`config.mk`:
```
export PLATFORM = sky130hd
export DESIGN_NAME = seconds_to_calendar_date_core_flat
export DESIGN_NICKNAME = d
export VERILOG_FILES = /design/src/rtl/core/scd_pkg.sv /design/src/rtl/core/scd_in_if.sv /design/src/rtl/core/scd_out_if.sv /design/src/rtl/core/scd_pipe_ctrl.sv /design/src/rtl/core/scd_date_path.sv /design/src/rtl/core/scd_clock_path.sv /design/src/rtl/core/seconds_to_calendar_date_core.sv /design/src/flat_wrapper.sv
export SDC_FILE = /design/constraint.sdc
export NUM_CORES = 2
export LEC_CHECK = 0
export ABC_AREA = 1
export BUFFER_PORTS_ARGS = -buffer_cell sky130_fd_sc_hd__clkbuf_2
export CORE_MARGIN = 2
export CORE_UTILIZATION = 45
export DETAILED_ROUTE_END_ITERATION = 10
export GPL_TIMING_DRIVEN = 1
export SETUP_SLACK_MARGIN = 0.02
export SLEW_MARGIN = 20
export SYNTH_ARGS = -nofsm -noshare
export SYNTH_HDL_FRONTEND = slang
export SYNTH_HIERARCHICAL = 1
export SYNTH_SLANG_ARGS = --single-unit
```
`constraint.sdc`:
```
create_clock -name clk -period 12.71 [get_ports clk]
set_input_delay 1.271 -clock clk [delete_from_list [all_inputs] [get_ports clk]]
set_output_delay 1.271 -clock clk [all_outputs]
set_load 0.03 [all_outputs]
```
`src/rtl/core/scd_pkg.sv`:
```
package scd_pkg;

	// Pipeline depth: two stages split seconds into days and time of day,
	// six more build the date and the clock fields.
	localparam int STAGES = 8;

	// Seconds to days: drop the factor 128 by shifting, then divide by 675.
	localparam int SECS_SHIFT = 7;
	localparam int DAY_DIV    = 675;
	localparam int DAY_REC_K  = 35;
	localparam logic [25:0] DAY_REC = 26'((64'd1 << DAY_REC_K) / DAY_DIV);

	// Julian day of the epoch plus the offset of the conversion
	localparam int JD_EPOCH   = 2440588;
	localparam int JD_OFFSET  = 32044;
	localparam logic [21:0] JD_A_OFS = 22'(JD_EPOCH + JD_OFFSET);

	// Quad-century step: the 32-bit input keeps the count between 67 and 69
	localparam int DAYS_400Y  = 146097;
	localparam int CENT_LO    = 67;
	localparam logic [23:0] CENT_SUB_LO  = 24'(CENT_LO * DAYS_400Y);
	localparam logic [23:0] CENT_SUB_MID = 24'((CENT_LO + 1) * DAYS_400Y);
	localparam logic [23:0] CENT_SUB_HI  = 24'((CENT_LO + 2) * DAYS_400Y);
	localparam int YEAR_BIAS  = 4800;
	localparam logic [11:0] YEAR_BASE_LO  = 12'(100 * CENT_LO - YEAR_BIAS);
	localparam logic [11:0] YEAR_BASE_MID = 12'(100 * (CENT_LO + 1) - YEAR_BIAS);
	localparam logic [11:0] YEAR_BASE_HI  = 12'(100 * (CENT_LO + 2) - YEAR_BIAS);

	// Four-year step
	localparam int DAYS_4Y    = 1461;
	localparam int D_REC_K    = 29;
	localparam logic [18:0] D_REC = 19'((64'd1 << D_REC_K) / DAYS_4Y);

	// Month step
	localparam int MONTH_DIV  = 153;
	localparam int M_REC_K    = 16;
	localparam logic [8:0] M_REC = 9'((64'd1 << M_REC_K) / MONTH_DIV);
	localparam int MONTH_WRAP = 10;

	// Exact division by five for values below 1024
	localparam int DIV5_K     = 10;
	localparam logic [7:0] DIV5_REC = 8'((1 << DIV5_K) / 5 + 1);

	// Division by 15 for the minute and hour steps
	localparam int MIN_DIV    = 15;
	localparam int TM_REC_K   = 19;
	localparam logic [15:0] TM_REC = 16'((64'd1 << TM_REC_K) / MIN_DIV);
	localparam int HR_REC_K   = 13;
	localparam logic [9:0] HR_REC = 10'((64'd1 << HR_REC_K) / MIN_DIV);

	// Weekday: Julian day modulo 7, with Monday as zero
	localparam int WEEK_DAYS  = 7;
	localparam logic [15:0] WD_OFS = 16'(JD_EPOCH % WEEK_DAYS);
	localparam int WD_REC_K   = 19;
	localparam logic [16:0] WD_REC = 17'((64'd1 << WD_REC_K) / WEEK_DAYS);

	typedef struct packed {
		logic [STAGES-1:0] load;
		logic [STAGES-1:0] valid;
	} pipe_ctrl_t;

endpackage

```
`src/rtl/core/scd_in_if.sv`:
```
interface scd_in_if;
	logic        valid;
	logic        ready;
	logic [31:0] seconds_count;

	modport source (output valid, output seconds_count, input ready);
	modport sink (input valid, input seconds_count, output ready);
endinterface

```
`src/rtl/core/scd_out_if.sv`:
```
interface scd_out_if;
	logic        valid;
	logic        ready;
	logic [11:0] year;
	logic [3:0]  month;
	logic [4:0]  day_of_month;
	logic [4:0]  hour;
	logic [5:0]  minute;
	logic [5:0]  second;
	logic [2:0]  weekday;

	modport source (
		output valid, output year, output month, output day_of_month,
		output hour, output minute, output second, output weekday,
		input ready
	);
	modport sink (
		input valid, input year, input month, input day_of_month,
		input hour, input minute, input second, input weekday,
		output ready
	);
endinterface

```
`src/rtl/core/scd_pipe_ctrl.sv`:
```
module scd_pipe_ctrl (
	input  logic                clk,
	input  logic                arst_n,
	input  logic                in_valid,
	input  logic                out_ready,
	output scd_pkg::pipe_ctrl_t ctrl
);

	logic [scd_pkg::STAGES-1:0] valid_q;
	logic [scd_pkg::STAGES-1:0] load;

	// A stage takes new data when it is empty or its content moves on
	always_comb begin
		load[scd_pkg::STAGES-1] = !valid_q[scd_pkg::STAGES-1] || out_ready;
		for (int k = scd_pkg::STAGES - 2; k >= 0; k--) begin
			load[k] = !valid_q[k] || load[k+1];
		end
	end

	always_ff @(posedge clk or negedge arst_n) begin
		if (!arst_n) begin
			valid_q <= '0;
		end else begin
			valid_q <= (load & {valid_q[scd_pkg::STAGES-2:0], in_valid}) | (~load & valid_q);
		end
	end

	assign ctrl.load  = load;
	assign ctrl.valid = valid_q;

	a_ready_when_room: assert property (@(posedge clk) disable iff (!arst_n)
		!(&valid_q) |-> load[0])
		else $error("input stalled while the pipeline has an empty stage");

	a_load_backward: assert property (@(posedge clk) disable iff (!arst_n)
		((load >> 1) & ~load) == '0)
		else $error("stage advances while the stage before it holds");

	a_count_up: assert property (@(posedge clk) disable iff (!arst_n)
		(in_valid && load[0] && !(valid_q[scd_pkg::STAGES-1] && out_ready))
		|=> $countones(valid_q) == $past($countones(valid_q)) + 1)
		else $error("request lost or duplicated on entry");

	a_count_down: assert property (@(posedge clk) disable iff (!arst_n)
		(!(in_valid && load[0]) && valid_q[scd_pkg::STAGES-1] && out_ready)
		|=> $countones(valid_q) + 1 == $past($countones(valid_q)))
		else $error("request lost or duplicated on exit");

endmodule

```
`src/rtl/core/scd_date_path.sv`:
```
module scd_date_path (
	input  logic                clk,
	input  scd_pkg::pipe_ctrl_t ctrl,
	input  logic [15:0]         days_s2,
	output logic [11:0]         year_s8,
	output logic [3:0]          month_s8,
	output logic [4:0]          mday_s8
);

	// Stage 3: quad-century count by compare, remainder within it
	logic [21:0] jd_a;
	logic [23:0] x4;
	logic        ge_mid, ge_hi;
	logic [23:0] cent_sub;
	logic [11:0] year_base;
	logic [23:0] cent_rem;
	logic [15:0] c_s3;
	logic [11:0] yb_s3;

	assign jd_a   = 22'(days_s2) + scd_pkg::JD_A_OFS;
	assign x4     = {jd_a, 2'b11};
	assign ge_mid = x4 >= scd_pkg::CENT_SUB_MID;
	assign ge_hi  = x4 >= scd_pkg::CENT_SUB_HI;
	assign cent_sub  = ge_hi ? scd_pkg::CENT_SUB_HI :
		(ge_mid ? scd_pkg::CENT_SUB_MID : scd_pkg::CENT_SUB_LO);
	assign year_base = ge_hi ? scd_pkg::YEAR_BASE_HI :
		(ge_mid ? scd_pkg::YEAR_BASE_MID : scd_pkg::YEAR_BASE_LO);
	assign cent_rem  = x4 - cent_sub;

	always_ff @(posedge clk) begin
		if (ctrl.load[2]) begin
			c_s3  <= cent_rem[17:2];
			yb_s3 <= year_base;
		end
	end

	// Stage 4: estimate of the four-year count
	logic [17:0] xd;
	logic [36:0] d_prod;
	logic [17:0] xd_s4;
	logic [6:0]  dq0_s4;
	logic [11:0] yb_s4;

	assign xd     = {c_s3, 2'b11};
	assign d_prod = 37'(xd) * 37'(scd_pkg::D_REC);

	always_ff @(posedge clk) begin
		if (ctrl.load[3]) begin
			xd_s4  <= xd;
			dq0_s4 <= d_prod[35:29];
			yb_s4  <= yb_s3;
		end
	end

	// Stage 5: correct the estimate; day of the year is the remainder over four
	logic [17:0] d_back, d_rem;
	logic        d_fix;
	logic [11:0] d_rem_fixed;
	logic [8:0]  e_s5;
	logic [6:0]  d_s5;
	logic [11:0] yb_s5;

	assign d_back = 18'(18'(dq0_s4) * 18'(scd_pkg::DAYS_4Y));
	assign d_rem  = xd_s4 - d_back;
	assign d_fix  = d_rem[11:0] >= 12'(scd_pkg::DAYS_4Y);
	assign d_rem_fixed = d_fix ? (d_rem[11:0] - 12'(scd_pkg::DAYS_4Y)) : d_rem[11:0];

	always_ff @(posedge clk) begin
		if (ctrl.load[4]) begin
			e_s5  <= d_rem_fixed[10:2];
			d_s5  <= dq0_s4 + 7'(d_fix);
			yb_s5 <= yb_s4;
		end
	end

	// Stage 6: estimate of the month index
	logic [10:0] x5;
	logic [19:0] m_prod;
	logic [10:0] x5_s6;
	logic [3:0]  mq0_s6;
	logic [6:0]  d_s6;
	logic [11:0] yb_s6;

	assign x5     = 11'({e_s5, 2'b00}) + 11'(e_s5) + 11'd2;
	assign m_prod = 20'(x5) * 20'(scd_pkg::M_REC);

	always_ff @(posedge clk) begin
		if (ctrl.load[5]) begin
			x5_s6  <= x5;
			mq0_s6 <= m_prod[19:16];
			d_s6   <= d_s5;
			yb_s6  <= yb_s5;
		end
	end

	// Stage 7: correct the month index, keep the remainder for the day
	logic [10:0] m_back, m_rem;
	logic        m_fix;
	logic [8:0]  m_rem_fixed;
	logic [3:0]  m_s7;
	logic [7:0]  rr_s7;
	logic [6:0]  d_s7;
	logic [11:0] yb_s7;

	assign m_back = 11'(11'(mq0_s6) * 11'(scd_pkg::MONTH_DIV));
	assign m_rem  = x5_s6 - m_back;
	assign m_fix  = m_rem[8:0] >= 9'(scd_pkg::MONTH_DIV);
	assign m_rem_fixed = m_fix ? (m_rem[8:0] - 9'(scd_pkg::MONTH_DIV)) : m_rem[8:0];

	always_ff @(posedge clk) begin
		if (ctrl.load[6]) begin
			m_s7  <= mq0_s6 + 4'(m_fix);
			rr_s7 <= m_rem_fixed[7:0];
			d_s7  <= d_s6;
			yb_s7 <= yb_s6;
		end
	end

	// Stage 8: day of month, month and year; March-based months wrap into next year
	logic [15:0] q5_prod;
	logic        wrap;

	assign q5_prod = 16'(rr_s7) * 16'(scd_pkg::DIV5_REC);
	assign wrap    = m_s7 >= 4'(scd_pkg::MONTH_WRAP);

	always_ff @(posedge clk) begin
		if (ctrl.load[7]) begin
			mday_s8  <= q5_prod[14:10] + 5'd1;
			month_s8 <= wrap ? (m_s7 - 4'd9) : (m_s7 + 4'd3);
			year_s8  <= yb_s7 + 12'(d_s7) + 12'(wrap);
		end
	end

endmodule

```
`src/rtl/core/scd_clock_path.sv`:
```
module scd_clock_path (
	input  logic                clk,
	input  scd_pkg::pipe_ctrl_t ctrl,
	input  logic [15:0]         days_s2,
	input  logic [16:0]         tod_s2,
	output logic [4:0]          hour_s8,
	output logic [5:0]          minute_s8,
	output logic [5:0]          second_s8,
	output logic [2:0]          weekday_s8
);

	// Stage 3: estimates of minutes of the day and of weeks
	logic [14:0] tod_hi;
	logic [30:0] t_prod;
	logic [15:0] w;
	logic [32:0] w_prod;
	logic [14:0] y_s3;
	logic [1:0]  slo_s3;
	logic [10:0] tq0_s3;
	logic [15:0] w_s3;
	logic [13:0] wq0_s3;

	assign tod_hi = tod_s2[16:2];
	assign t_prod = 31'(tod_hi) * 31'(scd_pkg::TM_REC);
	assign w      = days_s2 + scd_pkg::WD_OFS;
	assign w_prod = 33'(w) * 33'(scd_pkg::WD_REC);

	always_ff @(posedge clk) begin
		if (ctrl.load[2]) begin
			y_s3   <= tod_hi;
			slo_s3 <= tod_s2[1:0];
			tq0_s3 <= t_prod[29:19];
			w_s3   <= w;
			wq0_s3 <= w_prod[32:19];
		end
	end

	// Stage 4: correct both estimates; seconds and weekday fall out
	logic [14:0] t_rem;
	logic        t_fix;
	logic [4:0]  t_rem_fixed;
	logic [15:0] w_rem;
	logic        w_fix;
	logic [3:0]  w_rem_fixed;
	logic [10:0] tm_s4;
	logic [5:0]  sec_s4;
	logic [2:0]  wd_s4;

	assign t_rem = y_s3 - 15'(15'(tq0_s3) * 15'(scd_pkg::MIN_DIV));
	assign t_fix = t_rem[4:0] >= 5'(scd_pkg::MIN_DIV);
	assign t_rem_fixed = t_fix ? (t_rem[4:0] - 5'(scd_pkg::MIN_DIV)) : t_rem[4:0];
	assign w_rem = w_s3 - 16'(16'(wq0_s3) * 16'(scd_pkg::WEEK_DAYS));
	assign w_fix = w_rem[3:0] >= 4'(scd_pkg::WEEK_DAYS);
	assign w_rem_fixed = w_fix ? (w_rem[3:0] - 4'(scd_pkg::WEEK_DAYS)) : w_rem[3:0];

	always_ff @(posedge clk) begin
		if (ctrl.load[3]) begin
			tm_s4  <= tq0_s3 + 11'(t_fix);
			sec_s4 <= {t_rem_fixed[3:0], slo_s3};
			wd_s4  <= w_rem_fixed[2:0];
		end
	end

	// Stage 5: estimate of hours
	logic [8:0]  z;
	logic [18:0] h_prod;
	logic [8:0]  z_s5;
	logic [1:0]  mlo_s5;
	logic [4:0]  hq0_s5;
	logic [5:0]  sec_s5;
	logic [2:0]  wd_s5;

	assign z      = tm_s4[10:2];
	assign h_prod = 19'(z) * 19'(scd_pkg::HR_REC);

	always_ff @(posedge clk) begin
		if (ctrl.load[4]) begin
			z_s5   <= z;
			mlo_s5 <= tm_s4[1:0];
			hq0_s5 <= h_prod[17:13];
			sec_s5 <= sec_s4;
			wd_s5  <= wd_s4;
		end
	end

	// Stage 6: correct hours; minutes are the remainder
	logic [8:0] h_rem;
	logic       h_fix;
	logic [4:0] h_rem_fixed;
	logic [4:0] hour_s6;
	logic [5:0] minute_s6;
	logic [5:0] sec_s6;
	logic [2:0] wd_s6;

	assign h_rem = z_s5 - 9'(9'(hq0_s5) * 9'(scd_pkg::MIN_DIV));
	assign h_fix = h_rem[4:0] >= 5'(scd_pkg::MIN_DIV);
	assign h_rem_fixed = h_fix ? (h_rem[4:0] - 5'(scd_pkg::MIN_DIV)) : h_rem[4:0];

	always_ff @(posedge clk) begin
		if (ctrl.load[5]) begin
			hour_s6   <= hq0_s5 + 5'(h_fix);
			minute_s6 <= {h_rem_fixed[3:0], mlo_s5};
			sec_s6    <= sec_s5;
			wd_s6     <= wd_s5;
		end
	end

	// Stages 7 and 8: hold in step with the date path
	logic [4:0] hour_s7;
	logic [5:0] minute_s7;
	logic [5:0] sec_s7;
	logic [2:0] wd_s7;

	always_ff @(posedge clk) begin
		if (ctrl.load[6]) begin
			hour_s7   <= hour_s6;
			minute_s7 <= minute_s6;
			sec_s7    <= sec_s6;
			wd_s7     <= wd_s6;
		end
	end

	always_ff @(posedge clk) begin
		if (ctrl.load[7]) begin
			hour_s8    <= hour_s7;
			minute_s8  <= minute_s7;
			second_s8  <= sec_s7;
			weekday_s8 <= wd_s7;
		end
	end

endmodule

```
`src/rtl/core/seconds_to_calendar_date_core.sv`:
```
// Converts a 32-bit count of seconds since 1970-01-01 00:00:00 into the Gregorian
// date (year, month, day of month), the time of day and the weekday (0 is Monday).
// The block is an eight-stage pipeline: it takes one request per clock while the
// output side keeps taking results. Divisions by a constant are done as a reciprocal
// multiply followed by a one-step correction in the next stage, except for the
// quad-century step, done by compares, and the exact division by five. The depth is
// set by the chain of such steps from seconds to days to the month index. A stall on
// the output holds only the stages that are full, so empty stages keep filling.
module seconds_to_calendar_date_core (
	input  logic      clk,
	input  logic      arst_n,
	scd_in_if.sink    timestamp,
	scd_out_if.source calendar
);

	scd_pkg::pipe_ctrl_t ctrl;

	scd_pipe_ctrl u_ctrl (
		.clk       (clk),
		.arst_n    (arst_n),
		.in_valid  (timestamp.valid),
		.out_ready (calendar.ready),
		.ctrl      (ctrl)
	);

	assign timestamp.ready = ctrl.load[0];

	// Stage 1: estimate of whole days from the seconds divided by 128
	logic [50:0] day_prod;
	logic [31:0] secs_s1;
	logic [15:0] dq0_s1;

	assign day_prod = 51'(timestamp.seconds_count[31:scd_pkg::SECS_SHIFT])
		* 51'(scd_pkg::DAY_REC);

	always_ff @(posedge clk) begin
		if (ctrl.load[0]) begin
			secs_s1 <= timestamp.seconds_count;
			dq0_s1  <= day_prod[50:35];
		end
	end

	// Stage 2: correct the day count; time of day is the remainder
	logic [24:0] day_rem;
	logic        day_fix;
	logic [9:0]  day_rem_fixed;
	logic [15:0] days_s2;
	logic [16:0] tod_s2;

	assign day_rem = secs_s1[31:scd_pkg::SECS_SHIFT]
		- 25'(26'(dq0_s1) * 26'(scd_pkg::DAY_DIV));
	assign day_fix = day_rem[10:0] >= 11'(scd_pkg::DAY_DIV);
	assign day_rem_fixed = day_fix ? 10'(day_rem[10:0] - 11'(scd_pkg::DAY_DIV))
		: day_rem[9:0];

	always_ff @(posedge clk) begin
		if (ctrl.load[1]) begin
			days_s2 <= dq0_s1 + 16'(day_fix);
			tod_s2  <= {day_rem_fixed, secs_s1[scd_pkg::SECS_SHIFT-1:0]};
		end
	end

	logic [11:0] year_s8;
	logic [3:0]  month_s8;
	logic [4:0]  mday_s8;
	logic [4:0]  hour_s8;
	logic [5:0]  minute_s8;
	logic [5:0]  second_s8;
	logic [2:0]  weekday_s8;

	scd_date_path u_date (
		.clk      (clk),
		.ctrl     (ctrl),
		.days_s2  (days_s2),
		.year_s8  (year_s8),
		.month_s8 (month_s8),
		.mday_s8  (mday_s8)
	);

	scd_clock_path u_clock (
		.clk        (clk),
		.ctrl       (ctrl),
		.days_s2    (days_s2),
		.tod_s2     (tod_s2),
		.hour_s8    (hour_s8),
		.minute_s8  (minute_s8),
		.second_s8  (second_s8),
		.weekday_s8 (weekday_s8)
	);

	assign calendar.valid        = ctrl.valid[scd_pkg::STAGES-1];
	assign calendar.year         = year_s8;
	assign calendar.month        = month_s8;
	assign calendar.day_of_month = mday_s8;
	assign calendar.hour         = hour_s8;
	assign calendar.minute       = minute_s8;
	assign calendar.second       = second_s8;
	assign calendar.weekday      = weekday_s8;

endmodule

```
`src/flat_wrapper.sv`:
```
// flat-port wrapper written by rule: the top's interface ports become plain ports
module seconds_to_calendar_date_core_flat 
  (clk, arst_n, timestamp_valid, timestamp_seconds_count, timestamp_ready, calendar_valid, calendar_year, calendar_month, calendar_day_of_month, calendar_hour, calendar_minute, calendar_second, calendar_weekday, calendar_ready);
  scd_in_if timestamp_i ();
  scd_out_if calendar_i ();
  input  logic clk;
  input  logic arst_n;
  input wire logic [$bits(timestamp_i.valid)-1:0] timestamp_valid;
  input wire logic [$bits(timestamp_i.seconds_count)-1:0] timestamp_seconds_count;
  output wire logic [$bits(timestamp_i.ready)-1:0] timestamp_ready;
  output wire logic [$bits(calendar_i.valid)-1:0] calendar_valid;
  output wire logic [$bits(calendar_i.year)-1:0] calendar_year;
  output wire logic [$bits(calendar_i.month)-1:0] calendar_month;
  output wire logic [$bits(calendar_i.day_of_month)-1:0] calendar_day_of_month;
  output wire logic [$bits(calendar_i.hour)-1:0] calendar_hour;
  output wire logic [$bits(calendar_i.minute)-1:0] calendar_minute;
  output wire logic [$bits(calendar_i.second)-1:0] calendar_second;
  output wire logic [$bits(calendar_i.weekday)-1:0] calendar_weekday;
  input wire logic [$bits(calendar_i.ready)-1:0] calendar_ready;
  assign timestamp_i.valid = timestamp_valid;
  assign timestamp_i.seconds_count = timestamp_seconds_count;
  assign timestamp_ready = timestamp_i.ready;
  assign calendar_valid = calendar_i.valid;
  assign calendar_year = calendar_i.year;
  assign calendar_month = calendar_i.month;
  assign calendar_day_of_month = calendar_i.day_of_month;
  assign calendar_hour = calendar_i.hour;
  assign calendar_minute = calendar_i.minute;
  assign calendar_second = calendar_i.second;
  assign calendar_weekday = calendar_i.weekday;
  assign calendar_i.ready = calendar_ready;
  seconds_to_calendar_date_core u_core (.clk(clk), .arst_n(arst_n), .timestamp(timestamp_i), .calendar(calendar_i));
endmodule
```
* Word level (Yosys, flattened, before mapping)
Index checks and enable logic that the tools add are counted.
** Word-level totals
- Bits in registers :: 381
- Input port bits :: 36
- Output and inout port bits :: 43
- Word-level logic and storage cells :: 128
** Operators by class
- $add $sub $neg :: 27
- $mul :: 13
- Order comparisons :: 9
- Mux-type cells :: 10
- Bitwise logic cells :: 4
- Reductions and logical operators :: 16
** Operator list (number)
- $mul 25x24->49 const B :: 1
- $ge 24x24->1 const B :: 2
- $mux 18 :: 2
- $mul 18x17->34 const B :: 1
- $mul 16x16->32 const B :: 1
- $mul 15x13->27 const B :: 1
- $add 16x22->22 const B :: 1
- $mul 11x7->18 const B :: 1
- $sub 18x18->18 :: 1
- $mul 9x9->17 const B :: 1
- $add 16x1->16 :: 1
- $add 16x2->16 const B :: 1
- $and 8x8->8 :: 2
- $mul 16x10->11 const B :: 1
- $mux 8 :: 2
- $mul 8x8->15 const B :: 1
- $mul 14x3->4 const B :: 1
- $add 12x1->12 :: 1
- $add 12x7->12 :: 1
- $ge 12x11->1 const B :: 1
- $mul 7x11->12 const B :: 1
- $mux 4 :: 3
- $sub 12x12->12 :: 1
- $sub 4x4->4 const B :: 3
- 31 further kinds :: 47

* Longest topological paths before layout
- Word-level depth :: 12
- Depth in mapped cells :: 31
- Mapped depth without buffers :: 31

* Cells and area by module
The synthesis kept the hierarchy.
** By module, submodules not included
- scd_date_path :: instances 1, cells each 1833, area each 17369.2 um^2, seq. area each 4174.0 um^2
- seconds_to_calendar_date_core :: instances 1, cells each 1539, area each 14043.5 um^2, seq. area each 2011.9 um^2
- scd_clock_path :: instances 1, cells each 1088, area each 10692.8 um^2, seq. area each 3813.7 um^2
- scd_pipe_ctrl :: instances 1, cells each 34, area each 346.6 um^2, seq. area each 200.2 um^2

* Least setup slack after synthesis
OpenSTA, ideal clock, no wires.
- Kind :: input to register
- Start point :: input port timestamp_seconds_count[15]
- End point :: register u_core.dq0_s1[12] (data pin)
- Library setup time :: 0.259 ns
- Arrival time :: 5.772 ns
- Required time :: 12.451 ns
- Path slack :: 6.679 ns
- Stages :: 19
- Buffers on the path :: 0
- Path through :: fa_1 ha_1 inv_1 fa_1 fa_1 inv_1 fa_1 fa_1 inv_1 fa_1 inv_1 ha_1 a21oi_1 o21ai_0 a21oi_1 nor2_1 o21ai_0 nand3_1 xor2_1
** Between the ends
- Word-level cells in the longest chain between the ends :: 1
** RTL lines
- start, declared :: line flat_wrapper.sv:9 : input wire logic [$bits(timestamp_i.seconds_count)-1:0] timestamp_seconds_count;
- $mul 25x24->49 :: line seconds_to_calendar_date_core.sv:34 : * 51'(scd_pkg::DAY_REC);
- via u_core.day_prod[47] :: line seconds_to_calendar_date_core.sv:29 : logic [50:0] day_prod;
- end signal, assigned :: line seconds_to_calendar_date_core.sv:39 : dq0_s1 <= day_prod[50:35];
- end, declared :: line seconds_to_calendar_date_core.sv:31 : logic [15:0] dq0_s1;
The timed path passes the listed nets, and every way through them passes these cells.
A chain may end at the register's enable or synchronous reset.

* Final worst setup path
- Start point :: input port timestamp_seconds_count[13]
- End point :: register u_core.dq0_s1[2] (data pin)
The elaborated chain is that of the path after synthesis.

==> reports/qor.tcl <==
set qor(total_of_endpoints_with_negative_setup_slack_in_the_final_report) 0
set qor(cts.repair_timing.setup_buffer_count) 0
set qor(grt_setup_unrepaired) {false}
set qor(dr.first_iter.drc_count) 1339
set qor(cts_made_buffers) 43
set qor(crit_required_ns) 12.99
set qor(post-place-cells) 5829
set qor(die_width_um) 311
set qor(cts_sinks) 341
set qor(worst_skew_pair.late_latency_ns) 0.58
set qor(drv_cap) 0
set qor(fin_util_pct) 49.1
set qor(postSynthAreaPerCell_um2) 9.45
set qor(coreArea_um2) 93500
set qor(finClkSkew_ns) 0.0314
set qor(finalHoldViolations) 0
set qor(fill_cells) 8833
set qor(min-delay-path-class) {reg -> reg}
set qor(synth_cell_types) 57
set qor(maximum_number_of_pins_on_one_net_before_global_route_repair) 50
set qor(worst_setup_path_start_kind) {primary input}
set qor(ctsHoldBuffers) 0
set qor(average_via_count_per_standard_cell) 4.91
set qor(maxSlewHeadroom_pct) 29.9
set qor(async_s_r_ff_share_synth_pct) 2.35
set qor(port_buffers) 78
set qor(cts-root-buf) {clkbuf_16}
set qor(layout.cells.non_filler) 5907
set qor(io_pins) 79
set qor(dp_hpwl_um) 76300
set qor(grt_first_pass_wirelength_um) 149000
set qor(timing_worst_setup_path_type) {in -> reg}
set qor(finish.net_count) 5901
set qor(ys.warnings.count) 6
set qor(chipHeight_um) 311
set qor(finalSetupTns_ns) 0
set qor(drv_slew) 0
set qor(n_antenna_cell) 0
set qor(number_of_antenna_violations_at_the_first_check_in_global_routing) 2
set qor(first_global_vias) 29500
set qor(cts.htree.levels) 2
set qor(core.rowCount) 112
set qor(dominantRegCellSynth) {edfxtp_1}
set qor(grtUsageTotal_pct) 19.0
set qor(grt.overflow.total) 0
set qor(initial_utilization_pct) 45.4
set qor(flow.area_growth_from_synthesis_pct) 8.12
set qor(ys_seq_area_share_pct) 24.0
set qor(worstMarginPinSlew_ns) 1.05
set qor(path_max_fanout) 11
set qor(clk_transition_reported_paths_ns) 0.06
set qor(wirelength_um) 89900
set qor(critPathCaptureType) {register}
set qor(synth-seq-cells) 341
set qor(vias) 29000
set qor(run_status) {completed}
set qor(post-route-min-period_ns) 6.37
set qor(mean_routed_wirelength_per_cell_um) 15.2
set qor(syn_nets) 5775
set qor(final_min_period_over_clock_period_pct) 50.1
set qor(postCtsResizedCells) 0
set qor(postSynthCellCount) 4494
set qor(drtAntennaViolNets) 0
set qor(synth_enable_flop_cells) 333
set qor(detailed_router_iteration_count_before_antenna_repair) 5
set qor(design.die.area_um2) 96800
set qor(fmax_mhz) 157
set qor(ctsLongestPathBuffers) 3
set qor(place.gp.congestion) 0.904
set qor(worst-endpoint-arrival_ns) 6.65
set qor(final_layout_size_suffix_gt1_share_pct) 5.37
set qor(drt_drc_violations_left) 0
set qor(post_synth_instance_area_um2) 42500
set qor(cts_tree) {done}
state kept, by name, indices dropped and copies added (netlist names), 8 cells and up, named ones only:
signal,cells
u_core/u_date/xd_s4,10
u_core/u_clock/tm_s4,11
u_core/u_date/x5_s6,9
u_core/u_clock/tq0_s3,11
u_core/u_date/c_s3,16
u_core/secs_s1,18
u_core/days_s2,16
u_core/dq0_s1,16
u_core/u_date/year_s8,12
u_core/u_date/e_s5,9
u_core/u_date/rr_s7,8
u_core/tod_s2,17
cell type report:
cell class                      instances  area, µm²  share of cell area (%)
Multi-Input combinational cell       3044      28100                    61.2
Sequential cell                       341      10200                    22.2
Inverter                             1107       4160                    9.06
Tap cell                             1254       1570                    3.42
Clock buffer                           47       1090                    2.38
Timing Repair Buffer                   83        428                   0.932
Clock inverter                         31        374                   0.815
logic make-up after synthesis:
kind of cell / synth area share, %
fa+ha+maj: 43.8
compound gates: 5.56
mux: 0.0236
simple gates: 12.1
flops: 24.0
buf+inv: 9.85
xor+xnor: 4.72
cells in the final DEF (no fill, tap or decap), drive strengths merged, types with 9 or more instances in the layout:
cell type,n
clkinv,20
a21o,23
ha,846
nand3,161
or2,9
xor2,151
o21bai,22
a31oi,18
xnor2,72
nand2,640
o21ai,133
nand3b,16
clkbuf,125
a21oi,190
inv,1110
fa,399
edfxtp,333
nor2,239
nor3,42
nand4,46
Yosys cell counts (5+ instances only):
cell type / n / share of area [%]
nand3_2: 5 / 0.12
nand3_1: 154 / 1.8
edfxtp_1: 333 / 24
nand2_4: 8 / 0.21
nor2_1: 234 / 2.1
o21bai_1: 22 / 0.39
a21boi_0: 5 / 0.088
xnor2_1: 69 / 1.4
nand4_1: 44 / 0.65
nor3_1: 39 / 0.46
nand2_1: 598 / 5.3
nand2_2: 32 / 0.47
a21oi_1: 188 / 2.2
or2_2: 6 / 0.088
inv_2: 7 / 0.062
a21o_1: 23 / 0.41
nand3b_1: 16 / 0.28
o21ai_0: 118 / 1.4
ha_1: 846 / 25
dfrtp_1: 8 / 0.47
fa_1: 399 / 19
a31oi_1: 18 / 0.27
inv_1: 1098 / 9.7
xor2_1: 147 / 3.0
o211ai_1: 5 / 0.088
o21ai_2: 12 / 0.25
worst paths after layout:
check | start | end | slack, ns | depth (start not counted)
worst min-delay path | u_core/tod_s2[0]$_DFFE_PP_ | u_core/u_clock/slo_s3[0]$_DFFE_PP_ | 0.40 | 0
max in group asynchronous | arst_n | async pin | 11.98 | 1
worst max register to register | u_core/dq0_s1[0]$_DFFE_PP_ | u_core/days_s2[14]$_DFFE_PP_ | 6.62 | 25
min in group asynchronous | arst_n | async pin | 0.55 | 1
worst min register to register | u_core/tod_s2[0]$_DFFE_PP_ | u_core/u_clock/slo_s3[0]$_DFFE_PP_ | 0.40 | 0
worst max-delay path | timestamp_seconds_count[13] | u_core/dq0_s1[2]$_DFFE_PP_ | 6.34 | 21
per-stage QoR:
stage / cell area, µm² / hold WS (ns) / setup slack (ns)
floorplan: 42500 / 0.400 / 6.68
CTS: 45900 / 0.393 / 6.41
global route: 45900 / 0.401 / 6.08
global placement: 44400 / 0.400 / 5.80
finish: 45900 / 0.396 / 6.34
detailed placement: 44400 / 0.405 / 5.78
critical path, cell delays in order:
cell	delay, ns
clkbuf_2	0.28
fa_1	0.50
ha_1	0.28
inv_1	0.05
fa_1	0.57
fa_1	0.44
fa_1	0.49
inv_1	0.05
fa_1	0.53
inv_1	0.05
fa_1	0.53
inv_1	0.04
ha_1	0.33
a21oi_1	0.27
o21ai_0	0.20
a21oi_1	0.26
nand2_1	0.08
nand3_1	0.16
nand2_1	0.08
nand2_1	0.06
nand2_1	0.12
layer usage:
| metal | vias to the layer above | GRT usage, % | wire, µm |
|---|---|---|---|
| li1 | 14700 | - | - |
| met1 | 13800 | 25.7 | 42100 |
| met2 | 456 | 32.4 | 42300 |
| met3 | 117 | 1.96 | 3080 |
| met4 | 2 | 5.15 | 2380 |
| met5 | - | 0 | 7 |
Power is left out: the tool's default activity adds up to more than one toggle a clock period on the data nets, which glitch-free logic cannot reach.
